[src/accel_tap_detector_macros.svh]
// Assertion macros shared by the tap detector modules.
// Expects aclk and aresetn in the scope of every use.
`ifndef ACCEL_TAP_DETECTOR_MACROS_SVH
`define ACCEL_TAP_DETECTOR_MACROS_SVH

// property checked on every clock edge outside reset
`define ATD_ASSERT(label, prop, msg) \
    label: assert property (@(posedge aclk) disable iff (!aresetn) (prop)) \
        else $error(msg);

// condition that must never be seen outside reset
`define ATD_NEVER(label, cond, msg) \
    label: assert property (@(posedge aclk) disable iff (!aresetn) !(cond)) \
        else $error(msg);

`endif

[src/atd_pkg.sv]
// Types, constants and helpers of the accelerometer tap detector.
// No dependencies; imported by every module of the block.
`timescale 1ns / 1ps

package atd_pkg;

    localparam int NUM_AXES = 3;

    // configuration register indexes
    typedef enum logic [2:0] {
        REG_STABLE_X       = 3'd0,
        REG_STABLE_Y       = 3'd1,
        REG_STABLE_Z       = 3'd2,
        REG_ACTIVE_X       = 3'd3,
        REG_ACTIVE_Y       = 3'd4,
        REG_ACTIVE_Z       = 3'd5,
        REG_ABSOLUTE       = 3'd6,
        REG_FIRST_TAP_BONUS = 3'd7
    } atd_reg_t;

    localparam logic [7:0] RST_STABLE_LIMIT   = 8'd30;
    localparam logic [7:0] RST_ACTIVE_LIMIT   = 8'd40;
    localparam logic [7:0] RST_ABSOLUTE_LIMIT = 8'd120;
    localparam logic [7:0] RST_FIRST_TAP_BONUS = 8'd10;

    localparam logic [8:0] MAG_SUM_LIMIT   = 9'd253;
    localparam logic [8:0] SINCE_SAT       = 9'd300;
    localparam logic [8:0] FIRST_TAP_AFTER = 9'd290;
    localparam logic [7:0] QUIET_DIFF      = 8'd5;

    localparam logic [3:0] HOLDOFF_VIOLENT    = 4'd10;
    localparam logic [3:0] HOLDOFF_STABLE_TAP = 4'd7;
    localparam logic [3:0] HOLDOFF_MULTI_TAP  = 4'd5;

    localparam logic [3:0] STABLE_MAX      = 4'd15;
    localparam logic [3:0] STABLE_STICK    = 4'd14;
    localparam logic [3:0] STABLE_LIMIT_SEL = 4'd5;
    localparam logic [3:0] STABLE_TAP_SEL  = 4'd10;
    localparam logic [3:0] STABLE_DROP     = 4'd4;

    localparam logic [2:0] ALL_AXES = 3'b111;

    // one classified sample on its way from front to back
    typedef struct packed {
        logic [NUM_AXES-1:0][7:0] diff;
        logic                     stable;
        logic                     hold_load;
    } atd_item_t;

    typedef struct packed {
        logic [NUM_AXES-1:0][7:0] stable_limit;
        logic [NUM_AXES-1:0][7:0] active_limit;
        logic [7:0]               absolute_limit;
        logic [7:0]               first_tap_bonus;
    } atd_cfg_t;

    // magnitude of an 8-bit two's complement value; -128 gives 128
    function automatic logic [7:0] mag8(input logic [7:0] v);
        return v[7] ? (~v + 8'd1) : v;
    endfunction

endpackage

[src/accel_tap_detector.sv]
// A sample accepted from s_tdata is written into the queue, then popped by the back end,
// which updates its state and loads the result register that drives m_tvalid. Throughput
// is one sample per cycle while m_tready holds high. A four-entry queue lets front and
// back stall apart.
// Reset (aresetn low, synchronous) restores the limit registers to their defaults,
// clears all detector state and empties the queue; the block is ready the next cycle.
`timescale 1ns / 1ps

module accel_tap_detector #(
    parameter int QUEUE_DEPTH = 4
) (
    input  logic        aclk,
    input  logic        aresetn,
    input  logic        s_tvalid,
    output logic        s_tready,
    input  logic [23:0] s_tdata,    // sample_x, sample_y, sample_z
    output logic        m_tvalid,
    input  logic        m_tready,
    output logic [7:0]  m_tdata,    // tap_detected, zero padding
    input  logic        cfg_we,
    input  logic [2:0]  cfg_addr,
    input  logic [7:0]  cfg_wdata
);
    import atd_pkg::*;

    atd_cfg_t  cfg_reg, cfg_next;
    atd_item_t front_item, back_item;
    logic      q_push, q_pop, q_full, q_empty;

    always_comb begin
        cfg_next = cfg_reg;
        if (cfg_we) begin
            case (atd_reg_t'(cfg_addr))
                REG_STABLE_X:        cfg_next.stable_limit[0] = cfg_wdata;
                REG_STABLE_Y:        cfg_next.stable_limit[1] = cfg_wdata;
                REG_STABLE_Z:        cfg_next.stable_limit[2] = cfg_wdata;
                REG_ACTIVE_X:        cfg_next.active_limit[0] = cfg_wdata;
                REG_ACTIVE_Y:        cfg_next.active_limit[1] = cfg_wdata;
                REG_ACTIVE_Z:        cfg_next.active_limit[2] = cfg_wdata;
                REG_ABSOLUTE:        cfg_next.absolute_limit  = cfg_wdata;
                REG_FIRST_TAP_BONUS: cfg_next.first_tap_bonus = cfg_wdata;
                default:             cfg_next = cfg_reg;
            endcase
        end
    end

    always_ff @(posedge aclk) begin
        if (!aresetn) begin
            cfg_reg.stable_limit    <= {NUM_AXES{RST_STABLE_LIMIT}};
            cfg_reg.active_limit    <= {NUM_AXES{RST_ACTIVE_LIMIT}};
            cfg_reg.absolute_limit  <= RST_ABSOLUTE_LIMIT;
            cfg_reg.first_tap_bonus <= RST_FIRST_TAP_BONUS;
        end else begin
            cfg_reg <= cfg_next;
        end
    end

    atd_front u_front (
        .aclk     (aclk),
        .aresetn  (aresetn),
        .s_tvalid (s_tvalid),
        .s_tready (s_tready),
        .s_tdata  (s_tdata),
        .q_full   (q_full),
        .q_push   (q_push),
        .q_item   (front_item)
    );

    atd_queue #(
        .DEPTH (QUEUE_DEPTH)
    ) u_queue (
        .aclk    (aclk),
        .aresetn (aresetn),
        .push    (q_push),
        .wr_item (front_item),
        .full    (q_full),
        .pop     (q_pop),
        .rd_item (back_item),
        .empty   (q_empty)
    );

    atd_back u_back (
        .aclk     (aclk),
        .aresetn  (aresetn),
        .q_empty  (q_empty),
        .q_item   (back_item),
        .q_pop    (q_pop),
        .cfg      (cfg_reg),
        .m_tvalid (m_tvalid),
        .m_tready (m_tready),
        .m_tdata  (m_tdata)
    );

endmodule

[src/atd_front.sv]
// Front end: accepts samples, forms wrapped differences and classifies them.
// Depends on atd_pkg; feeds atd_queue.
`timescale 1ns / 1ps

module atd_front (
    input  logic               aclk,
    input  logic               aresetn,
    input  logic               s_tvalid,
    output logic               s_tready,
    input  logic [23:0]        s_tdata,   // sample_x, sample_y, sample_z
    input  logic               q_full,
    output logic               q_push,
    output atd_pkg::atd_item_t q_item
);
    import atd_pkg::*;

    logic [NUM_AXES-1:0][7:0] prev_sample_reg, prev_sample_next;
    logic [NUM_AXES-1:0][7:0] prev_mag_reg, prev_mag_next;
    logic [NUM_AXES-1:0][7:0] mag;
    logic [NUM_AXES-1:0][7:0] adiff;
    logic [NUM_AXES-1:0][8:0] mag_sum;

    assign s_tready = !q_full;
    assign q_push   = s_tvalid && s_tready;

    always_comb begin
        q_item.stable    = 1'b1;
        q_item.hold_load = 1'b0;
        for (int a = 0; a < NUM_AXES; a++) begin
            mag[a]         = mag8(s_tdata[8*a +: 8]);
            q_item.diff[a] = s_tdata[8*a +: 8] - prev_sample_reg[a];
            adiff[a]       = mag8(q_item.diff[a]);
            mag_sum[a]     = {1'b0, prev_mag_reg[a]} + {1'b0, mag[a]};
            // near full scale on both sides of a step
            if (mag_sum[a] > MAG_SUM_LIMIT) begin
                q_item.hold_load = 1'b1;
            end
            if (adiff[a] >= QUIET_DIFF) begin
                q_item.stable = 1'b0;
            end
        end
        prev_sample_next = prev_sample_reg;
        prev_mag_next    = prev_mag_reg;
        if (q_push) begin
            prev_sample_next = s_tdata;
            prev_mag_next    = mag;
        end
    end

    always_ff @(posedge aclk) begin
        if (!aresetn) begin
            prev_sample_reg <= '0;
            prev_mag_reg    <= '0;
        end else begin
            prev_sample_reg <= prev_sample_next;
            prev_mag_reg    <= prev_mag_next;
        end
    end

endmodule

[src/atd_queue.sv]
// Short queue of classified samples between front and back end.
// Depends on atd_pkg and the assertion macro header.
`timescale 1ns / 1ps
`include "accel_tap_detector_macros.svh"

module atd_queue #(
    parameter int DEPTH = 4
) (
    input  logic               aclk,
    input  logic               aresetn,
    input  logic               push,
    input  atd_pkg::atd_item_t wr_item,
    output logic               full,
    input  logic               pop,
    output atd_pkg::atd_item_t rd_item,
    output logic               empty
);
    import atd_pkg::*;

    localparam int AW = (DEPTH > 1) ? $clog2(DEPTH) : 1;
    localparam int CW = $clog2(DEPTH + 1);

    atd_item_t         slot_reg [DEPTH];
    logic [AW-1:0]     wr_ptr_reg, wr_ptr_next;
    logic [AW-1:0]     rd_ptr_reg, rd_ptr_next;
    logic [CW-1:0]     count_reg, count_next;
    logic              do_push, do_pop;

    assign full    = (count_reg == CW'(DEPTH));
    assign empty   = (count_reg == '0);
    assign do_push = push && !full;
    assign do_pop  = pop && !empty;
    assign rd_item = slot_reg[rd_ptr_reg];

    always_comb begin
        wr_ptr_next = wr_ptr_reg;
        rd_ptr_next = rd_ptr_reg;
        count_next  = count_reg;
        if (do_push) begin
            wr_ptr_next = (wr_ptr_reg == AW'(DEPTH - 1)) ? '0 : wr_ptr_reg + AW'(1);
        end
        if (do_pop) begin
            rd_ptr_next = (rd_ptr_reg == AW'(DEPTH - 1)) ? '0 : rd_ptr_reg + AW'(1);
        end
        if (do_push && !do_pop) begin
            count_next = count_reg + CW'(1);
        end else if (do_pop && !do_push) begin
            count_next = count_reg - CW'(1);
        end
    end

    always_ff @(posedge aclk) begin
        if (!aresetn) begin
            wr_ptr_reg <= '0;
            rd_ptr_reg <= '0;
            count_reg  <= '0;
        end else begin
            wr_ptr_reg <= wr_ptr_next;
            rd_ptr_reg <= rd_ptr_next;
            count_reg  <= count_next;
        end
    end

    always_ff @(posedge aclk) begin
        if (do_push) begin
            slot_reg[wr_ptr_reg] <= wr_item;
        end
    end

    `ATD_NEVER(a_count_range, count_reg > CW'(DEPTH), "queue count beyond depth")
    `ATD_ASSERT(a_push_grows, do_push && !do_pop |=> count_reg == $past(count_reg) + CW'(1), "queue count did not grow on push")
    `ATD_ASSERT(a_ptr_gap, empty |-> wr_ptr_reg == rd_ptr_reg, "queue pointers apart while empty")

endmodule

[src/atd_back.sv]
// Back end: tap state machine proper (counters, flags, history) and result register.
// Depends on atd_pkg and the assertion macro header; fed by atd_queue.
`timescale 1ns / 1ps
`include "accel_tap_detector_macros.svh"

module atd_back (
    input  logic               aclk,
    input  logic               aresetn,
    input  logic               q_empty,
    input  atd_pkg::atd_item_t q_item,
    output logic               q_pop,
    input  atd_pkg::atd_cfg_t  cfg,
    output logic               m_tvalid,
    input  logic               m_tready,
    output logic [7:0]         m_tdata    // tap_detected, zero padding
);
    import atd_pkg::*;

    logic [NUM_AXES-1:0][7:0] hist0_reg, hist0_next;
    logic [NUM_AXES-1:0][7:0] hist1_reg, hist1_next;
    logic [3:0]               stable_count_reg, stable_count_next;
    logic [3:0]               holdoff_reg, holdoff_next;
    logic [8:0]               since_reg, since_next;
    logic [6:0]               flags_reg, flags_next;
    logic                     m_tvalid_reg, m_tvalid_next;
    logic                     tap_reg, tap_next;

    logic [8:0]               since_inc;
    logic                     first;
    logic [3:0]               hold_mid;
    logic [NUM_AXES-1:0][7:0] adiff, a1, a2, gap, lim;
    logic [7:0]               alim;
    logic [NUM_AXES-1:0]      hit, violent;
    logic [6:0]               f;

    assign q_pop    = !q_empty && (!m_tvalid_reg || m_tready);
    assign m_tvalid = m_tvalid_reg;
    assign m_tdata  = {7'd0, tap_reg};

    // per-axis tests, independent of one another
    always_comb begin
        since_inc = (since_reg < SINCE_SAT) ? since_reg + 9'd1 : since_reg;
        first     = since_inc > FIRST_TAP_AFTER;
        hold_mid  = q_item.hold_load ? HOLDOFF_VIOLENT : holdoff_reg;

        if (q_item.stable) begin
            stable_count_next = (stable_count_reg >= STABLE_STICK) ? STABLE_MAX
                                                                   : stable_count_reg + 4'd1;
        end else begin
            stable_count_next = (stable_count_reg < STABLE_DROP) ? 4'd0
                                                                 : stable_count_reg - 4'd1;
        end

        alim = first ? cfg.absolute_limit + cfg.first_tap_bonus : cfg.absolute_limit;
        for (int a = 0; a < NUM_AXES; a++) begin
            adiff[a] = mag8(q_item.diff[a]);
            a1[a]    = mag8(hist0_reg[a]);
            a2[a]    = mag8(hist1_reg[a]);
            gap[a]   = (adiff[a] > a1[a]) ? adiff[a] - a1[a] : a1[a] - adiff[a];
            lim[a]   = (stable_count_next > STABLE_LIMIT_SEL) ? cfg.stable_limit[a]
                                                              : cfg.active_limit[a];
            if (first) begin
                lim[a] = lim[a] + cfg.first_tap_bonus;
            end
            // sign reversal, similar size, peak over limit, sharp shape
            hit[a] = (q_item.diff[a][7] != hist0_reg[a][7])
                  && (gap[a] < {1'b0, a1[a][7:1]})
                  && (a1[a] > lim[a])
                  && ((hist0_reg[a][7] != hist1_reg[a][7]) || ({2'b0, a1[a][7:2]} > a2[a]));
            violent[a] = a1[a] > alim;
        end
    end

    always_comb begin
        hist0_next    = hist0_reg;
        hist1_next    = hist1_reg;
        holdoff_next  = holdoff_reg;
        since_next    = since_reg;
        flags_next    = flags_reg;
        m_tvalid_next = m_tvalid_reg && !m_tready;
        tap_next      = tap_reg;
        f             = flags_reg;

        if (q_pop) begin
            m_tvalid_next = 1'b1;
            tap_next      = 1'b0;
            since_next    = since_inc;
            hist1_next    = hist0_reg;
            hist0_next    = q_item.diff;

            if (q_item.stable) begin
                if (stable_count_reg >= STABLE_STICK) begin
                    flags_next = '0;
                end
                holdoff_next = (hold_mid != 4'd0) ? hold_mid - 4'd1 : hold_mid;
            end else if (hold_mid != 4'd0) begin
                holdoff_next = hold_mid - 4'd1;
            end else begin
                holdoff_next = hold_mid;
                // axes in order: a hit with another axis flag set or a violent peak fills all
                for (int a = 0; a < NUM_AXES; a++) begin
                    if (hit[a]) begin
                        f[a] = 1'b1;
                        if (violent[a] || ((f[2:0] & ~(3'b001 << a)) != 3'b000)) begin
                            f = {4'b0000, ALL_AXES};
                        end
                    end
                end

                if (stable_count_next > STABLE_TAP_SEL) begin
                    if (f != '0) begin
                        tap_next     = 1'b1;
                        holdoff_next = HOLDOFF_STABLE_TAP;
                        flags_next   = '0;
                        since_next   = '0;
                    end else begin
                        flags_next = f;
                    end
                end else if (f[2:0] == ALL_AXES) begin
                    tap_next     = 1'b1;
                    holdoff_next = HOLDOFF_MULTI_TAP;
                    flags_next   = '0;
                    since_next   = '0;
                end else begin
                    // pending clears drop their hit, hits become pending
                    flags_next[2:0] = f[2:0] & ~f[6:4];
                    flags_next[3]   = f[3] | (|f[6:4]);
                    flags_next[6:4] = f[6:4] | flags_next[2:0];
                end
            end
        end
    end

    always_ff @(posedge aclk) begin
        if (!aresetn) begin
            hist0_reg        <= '0;
            hist1_reg        <= '0;
            stable_count_reg <= '0;
            holdoff_reg      <= '0;
            since_reg        <= '0;
            flags_reg        <= '0;
            m_tvalid_reg     <= 1'b0;
        end else begin
            hist0_reg        <= hist0_next;
            hist1_reg        <= hist1_next;
            stable_count_reg <= q_pop ? stable_count_next : stable_count_reg;
            holdoff_reg      <= holdoff_next;
            since_reg        <= since_next;
            flags_reg        <= flags_next;
            m_tvalid_reg     <= m_tvalid_next;
        end
    end

    always_ff @(posedge aclk) begin
        tap_reg <= tap_next;
    end

    `ATD_NEVER(a_holdoff_range, holdoff_reg > HOLDOFF_VIOLENT, "hold-off beyond its load value")
    `ATD_NEVER(a_since_range, since_reg > SINCE_SAT, "since-tap count beyond saturation")
    `ATD_ASSERT(a_tap_clears, q_pop && tap_next |=> flags_reg == '0 && since_reg == '0 && holdoff_reg != 4'd0, "tap left flags or counters behind")
    `ATD_ASSERT(a_result_held, m_tvalid_reg && !m_tready |=> m_tvalid_reg && tap_reg == $past(tap_reg), "waiting result lost")

endmodule
[config.mk]
export PLATFORM = sky130hd
export DESIGN_NAME = accel_tap_detector
export DESIGN_NICKNAME = d
export VERILOG_FILES = /design/src/atd_pkg.sv /design/src/accel_tap_detector.sv /design/src/atd_front.sv /design/src/atd_queue.sv /design/src/atd_back.sv
export VERILOG_INCLUDE_DIRS = /design/src /design/src/src
export SDC_FILE = /design/constraint.sdc
export NUM_CORES = 1
export LEC_CHECK = 0
export ABC_AREA = 1
export BUFFER_PORTS_ARGS = -buffer_cell sky130_fd_sc_hd__buf_2
export CAP_MARGIN = 10
export CELL_PAD_IN_SITES_DETAIL_PLACEMENT = 0
export CELL_PAD_IN_SITES_GLOBAL_PLACEMENT = 1
export CORE_ASPECT_RATIO = 2
export CORE_UTILIZATION = 30
export CTS_BUF_LIST = sky130_fd_sc_hd__clkbuf_2 sky130_fd_sc_hd__clkbuf_4 sky130_fd_sc_hd__clkbuf_8
export CTS_CLUSTER_DIAMETER = 30
export DETAILED_ROUTE_END_ITERATION = 7
export PLACE_DENSITY_LB_ADDON = 0.1
export SLEW_MARGIN = 10
export SYNTH_ARGS = -nofsm -noshare
export SYNTH_HDL_FRONTEND = slang
export SYNTH_HIERARCHICAL = 1
export SYNTH_SLANG_ARGS = --single-unit
[constraint.sdc]
create_clock -name aclk -period 8.4 [get_ports aclk]
set_clock_uncertainty 0.05 [all_clocks]
set_input_delay 0 -clock aclk [delete_from_list [all_inputs] [get_ports aclk]]
set_output_delay 0 -clock aclk [all_outputs]
set_load 0.02 [all_outputs]
* Word level (Yosys, flattened, before mapping)
Memory sizes are Yosys's and may differ from the RTL's. A register that Yosys moved wholly into a read port is not among the register bits.
Index checks and enable logic that the tools add are counted.
** Storage, ports and cells
- Register bits after elaboration :: 193
- Latch bits :: 0
- RAM bits :: 104
- Bits in read-only memories :: 0
- Bits of input ports :: 40
- Output and inout bits :: 10
- Logic and storage cells :: 262
- Memories :: 1
** Operators by class
- Add/subtract/negate cells :: 39
- $mul :: 0
- Divide/modulo/power cells :: 0
- Magnitude comparators :: 27
- Equal/unequal tests :: 19
- Shifts and indexed selects :: 0
- Mux-type cells :: 80
- Bitwise gates (word level) :: 19
- Reductions and logical operators :: 48
** Memories
- u_queue.slot_reg :: depth 4, bits a word 26, rd ports 1, clocked after Yosys merged registers in 1, wr ports 1, line atd_queue.sv:23 : atd_item_t slot_reg [DEPTH];
** Operators with widths (count)
- 8-bit 2-to-1 mux :: 25
- 7-bit 2-to-1 mux :: 21
- 8-bit by 1-bit adder with 8-bit output (second input constant) :: 15
- 8-bit NOT :: 15
- 8-bit > comparator :: 9
- 8-bit subtractor :: 9
- 9-bit 2-to-1 mux :: 6
- 4-bit 2-to-1 mux :: 10
- 8-bit adder :: 4
- 8-bit by 8-bit adder with 9-bit output :: 3
- 9-bit by 8-bit > comparator with 1-bit output (second input constant) :: 3
- 8-bit by 3-bit >= comparator with 1-bit output (second input constant) :: 3
- 6-bit by 8-bit > comparator with 1-bit output :: 3
- 8-bit by 7-bit < comparator with 1-bit output :: 3
- 3-bit == test (second input constant) :: 6
- 1-bit logical AND :: 16
- 2-bit AND reduction :: 8
- 1-bit 2-to-1 mux :: 12
- 9-bit by 1-bit adder with 9-bit output (second input constant) :: 1
- 9-bit > comparator (second input constant) :: 1
- 9-bit < comparator (second input constant) :: 1
- 3-bit nonzero test :: 3
- 2-bit 2-to-1 mux :: 4
- 4-bit by 1-bit subtractor with 4-bit output (second input constant) :: 2
- other kinds (28) :: 49

* Depth between registers and ports, before layout
- Depth after elaboration :: 35
- Mapped depth :: 48
- Gate-level depth less buffers :: 45

* By module
Netlist, hierarchy kept.
** Modules (own cells, without submodules)
- atd_back :: times used 1, cells an instance 1556, area an instance 10347.4 sq um, sequential area each 1491.4 sq um
- atd_front :: times used 1, cells an instance 715, area an instance 4636.9 sq um, sequential area each 900.9 sq um
- atd_queue :: times used 1, cells an instance 323, area an instance 4345.4 sq um, sequential area each 3303.2 sq um
- accel_tap_detector :: times used 1, cells an instance 349, area an instance 2454.9 sq um, sequential area each 1281.2 sq um

* Least setup slack after synthesis
No wires, ideal clock.
- Kind :: flip-flop to flip-flop
- Start :: register (tool-made name)
- End :: register u_back.tap_reg (data pin)
- Library setup time :: 0.250 ns
- Arrival time :: 5.617 ns
- Required time :: 8.100 ns
- Setup slack :: 2.482 ns
- Cell stages (with the launch flop) :: 43
- Buffers on the path :: 4
- Clock period less this slack :: 5.918 ns
- Cell sequence :: dfxtp_1 -> buf_6 -> buf_2 -> o21ai_1 -> o22ai_1 -> inv_1 -> a21oi_1 -> o21ai_0 -> o31ai_1 -> nor2_1 -> o21ai_0 -> clkbuf_1 -> mux2_2 -> ha_1 -> a21oi_1 -> nand2_1 -> a21oi_1 -> o21ai_0 -> [7 not listed] -> nor2_1 -> nand4_1 -> nand3_1 -> a21oi_1 -> nand2_1 -> nor2_2 -> nand4_2 -> nand2_1 -> inv_2 -> nor2_4 -> nor2_2 -> o21ai_2 -> nand3_2 -> nand2_2 -> nand2_2 -> nand2_4 -> buf_12 -> inv_1
** RTL lines
- to (signal assigned) :: line atd_back.sv:155 : tap_reg <= tap_next;
- to (decl) :: line atd_back.sv:26 : logic tap_reg, tap_next;

==> results.sh <==
export IMPL_cts_tree="yes"
export IMPL_dieHeight_um=383
export IMPL_clock_latency_ns=0.68
export IMPL_cp_start_kind="flop"
export IMPL_syn_inst=2943
export IMPL_worstPathArrival_ns=7.46
export IMPL_hold_viol=0
export IMPL_slowest_stage="o21ai_4"
export IMPL_max_stage_delay_ns=0.56
export IMPL_min_period_ns=7.11
export IMPL_htreeDepth=3
export IMPL_max_freq_mhz=141
export IMPL_place_gp_congestion=0.850
export IMPL_track_usage_pct=19.8
export IMPL_antenna_found_initial=1
export IMPL_yosysSeqAreaShare_pct=32.0
export IMPL_ys_warn_count=6
export IMPL_wl_per_cell_um=17.6
export IMPL_largest_register_ffs=104
export IMPL_wirelength_mm=70.9
export IMPL_hpwl_mm=55.4
export IMPL_dr_first_iter_drc_count=847
export IMPL_netlist_cell_type_count=62
export IMPL_start_util_pct=30.3
export IMPL_core_area_um2=71800
export IMPL_num_vias=19400
export IMPL_synthArstFlopShare_pct=0
export IMPL_ios=50
export IMPL_clockBufferDepth=3
export IMPL_synth_area_leaders="dfxtp_1, edfxtp_1, ha_1"
export IMPL_cts_buffers=71
export IMPL_synth_most_common_cell="nand2_1"
export IMPL_period_share_pct=84.6
export IMPL_cts_repair_resized=0
export IMPL_synth_top_flop_cell="dfxtp_1"
export IMPL_drcViolationCount=2
export IMPL_rows=139
export IMPL_setup_worst_path_end_class="flop"
export IMPL_status="finished, violations left"
export IMPL_setup_tns_final_ns=0
export IMPL_avgSynthCellArea_um2=7.40
export IMPL_crit_fanout=36
export IMPL_synth_area_um2=21800
export IMPL_slew_headroom_pct=17.3
export IMPL_die_area_um2=73800
export IMPL_vias_per_cell=4.80
export IMPL_port_buffers=42
export IMPL_grt_pass1_vias=19800
export IMPL_report_final_slew_viol_count=0
export IMPL_rsz0062_at_grt="no"
export IMPL_crit_type="flop to flop"
export IMPL_yosysTopAreaCellShare_pct=17.6
export IMPL_violations="DRC"
export IMPL_drv_cap=0
export IMPL_grt_pass1_wl_mm=109
export IMPL_synth_common_cells="nand2_1, inv_1, nor2_1, ha_1, o21ai_0"
export IMPL_cts_root_buf="clkbuf_8"
export IMPL_finalSetupViolCount=0
export IMPL_synth_seq_cells=296
export IMPL_drive_gt1_share_pct=9.87
export IMPL_clock_sinks=296
export IMPL_worstPathRequired_ns=8.75
export IMPL_tightestPinTransition_ns=1.23
export IMPL_syn2layout_area_growth_pct=15.7
export IMPL_clkTransAtPathRegs_ns=0.06
export IMPL_final_antenna_net_count=0
export IMPL_hold_class="input pin to flop"
export IMPL_yosysTopAreaCell="dfxtp_1"
export IMPL_cts_hold_buf=70
export IMPL_first_pass_iters=7
export IMPL_cts_setup_buffers=0
export IMPL_grt_overflow_total=0
export IMPL_final_nets=3355
export IMPL_synth_edff_count=105
export IMPL_die_x_um=193
export IMPL_grt_max_degree=74
-- critical path, delay by kind of cell, from the launching register on --
family	cells	cell delay, ns
AOI/OAI and AO/OA	13	2.20
xor gates and xnor gates	2	0.32
adders and majority gates	2	0.64
buffers and inverters	5	0.81
DFF	1	0.52
muxes	1	0.45
and+or+nand+nor	16	1.81
-- path summary, 6_finish.rpt --
check / startpoint / to / slack (ns) / cells after the start
hold reg to reg: cfg_reg[37] / cfg_reg[37] / 0.40 / 2
setup / recovery: flop / u_back/tap_reg / 1.29 / 39
setup reg to reg: flop / u_back/tap_reg / 1.29 / 39
hold / removal: m_tready / u_back/m_tvalid / 0.13 / 5
-- through the flow --
stage / worst slack, ns / instance area [um2] / hold slack [ns] / utilization (%) / instances
final: 1.29 / 25200 / 0.134 / 35.1 / 4037
after floorplan: 2.48 / 21800 / 0.0632 / - / 2949
after global placement: 1.46 / 22900 / 0.196 / 31.9 / 3838
after global routing: 0.499 / 25200 / 0.130 / 35.1 / 4037
after CTS: 1.26 / 25200 / 0.0449 / 35.1 / 4036
after detailed placement: 1.33 / 22900 / 0.202 / 31.9 / 3838
-- layout make-up --
cell class	instances	area (um2)
Clock buffer	83	1100
Inverter	439	1650
Tap cell	916	1150
Multi-Input combinational cell	2119	12700
Clock inverter	45	509
Timing Repair Buffer	138	1110
Fill cell	7637	46600
Sequential cell	296	6980
Antenna cell	1	2.50
-- layout by cell type (no fill, tap or decap), types with 41 or more instances in the layout --
cell and instances:
nand2_1 543, inv_1 428, nor2_1 290, ha_1 233, o21ai_0 228, a21oi_1 208
dfxtp_1 190, nand3_1 167, edfxtp_1 105, xor2_1 85, clkbuf_8 76, dlygate4sd3_1 70
buf_2 41
-- logic make-up after synthesis --
group / Yosys count / synth area share, %
other: 1 / 0.0172
buffers and inverters: 534 / 9.90
adder cells (fa/ha/maj): 250 / 14.9
XOR/XNOR: 122 / 4.97
multiplexers: 22 / 1.08
AO/OA/AOI/OAI: 559 / 14.0
flip-flops: 296 / 32.0
AND/OR/NAND/NOR: 1159 / 23.1
-- per-layer routing --
layer	GRT usage, %	vias up	share of wire [%]
li1	-	9920	-
met1	17.9	8999	34
met2	39.4	293	56
met3	3.16	158	3.0
met4	12.1	0	6.1
met5	0	-	0
Power is left out: the tool's default activity adds up to more than one toggle a clock period on the data nets, which glitch-free logic cannot reach.
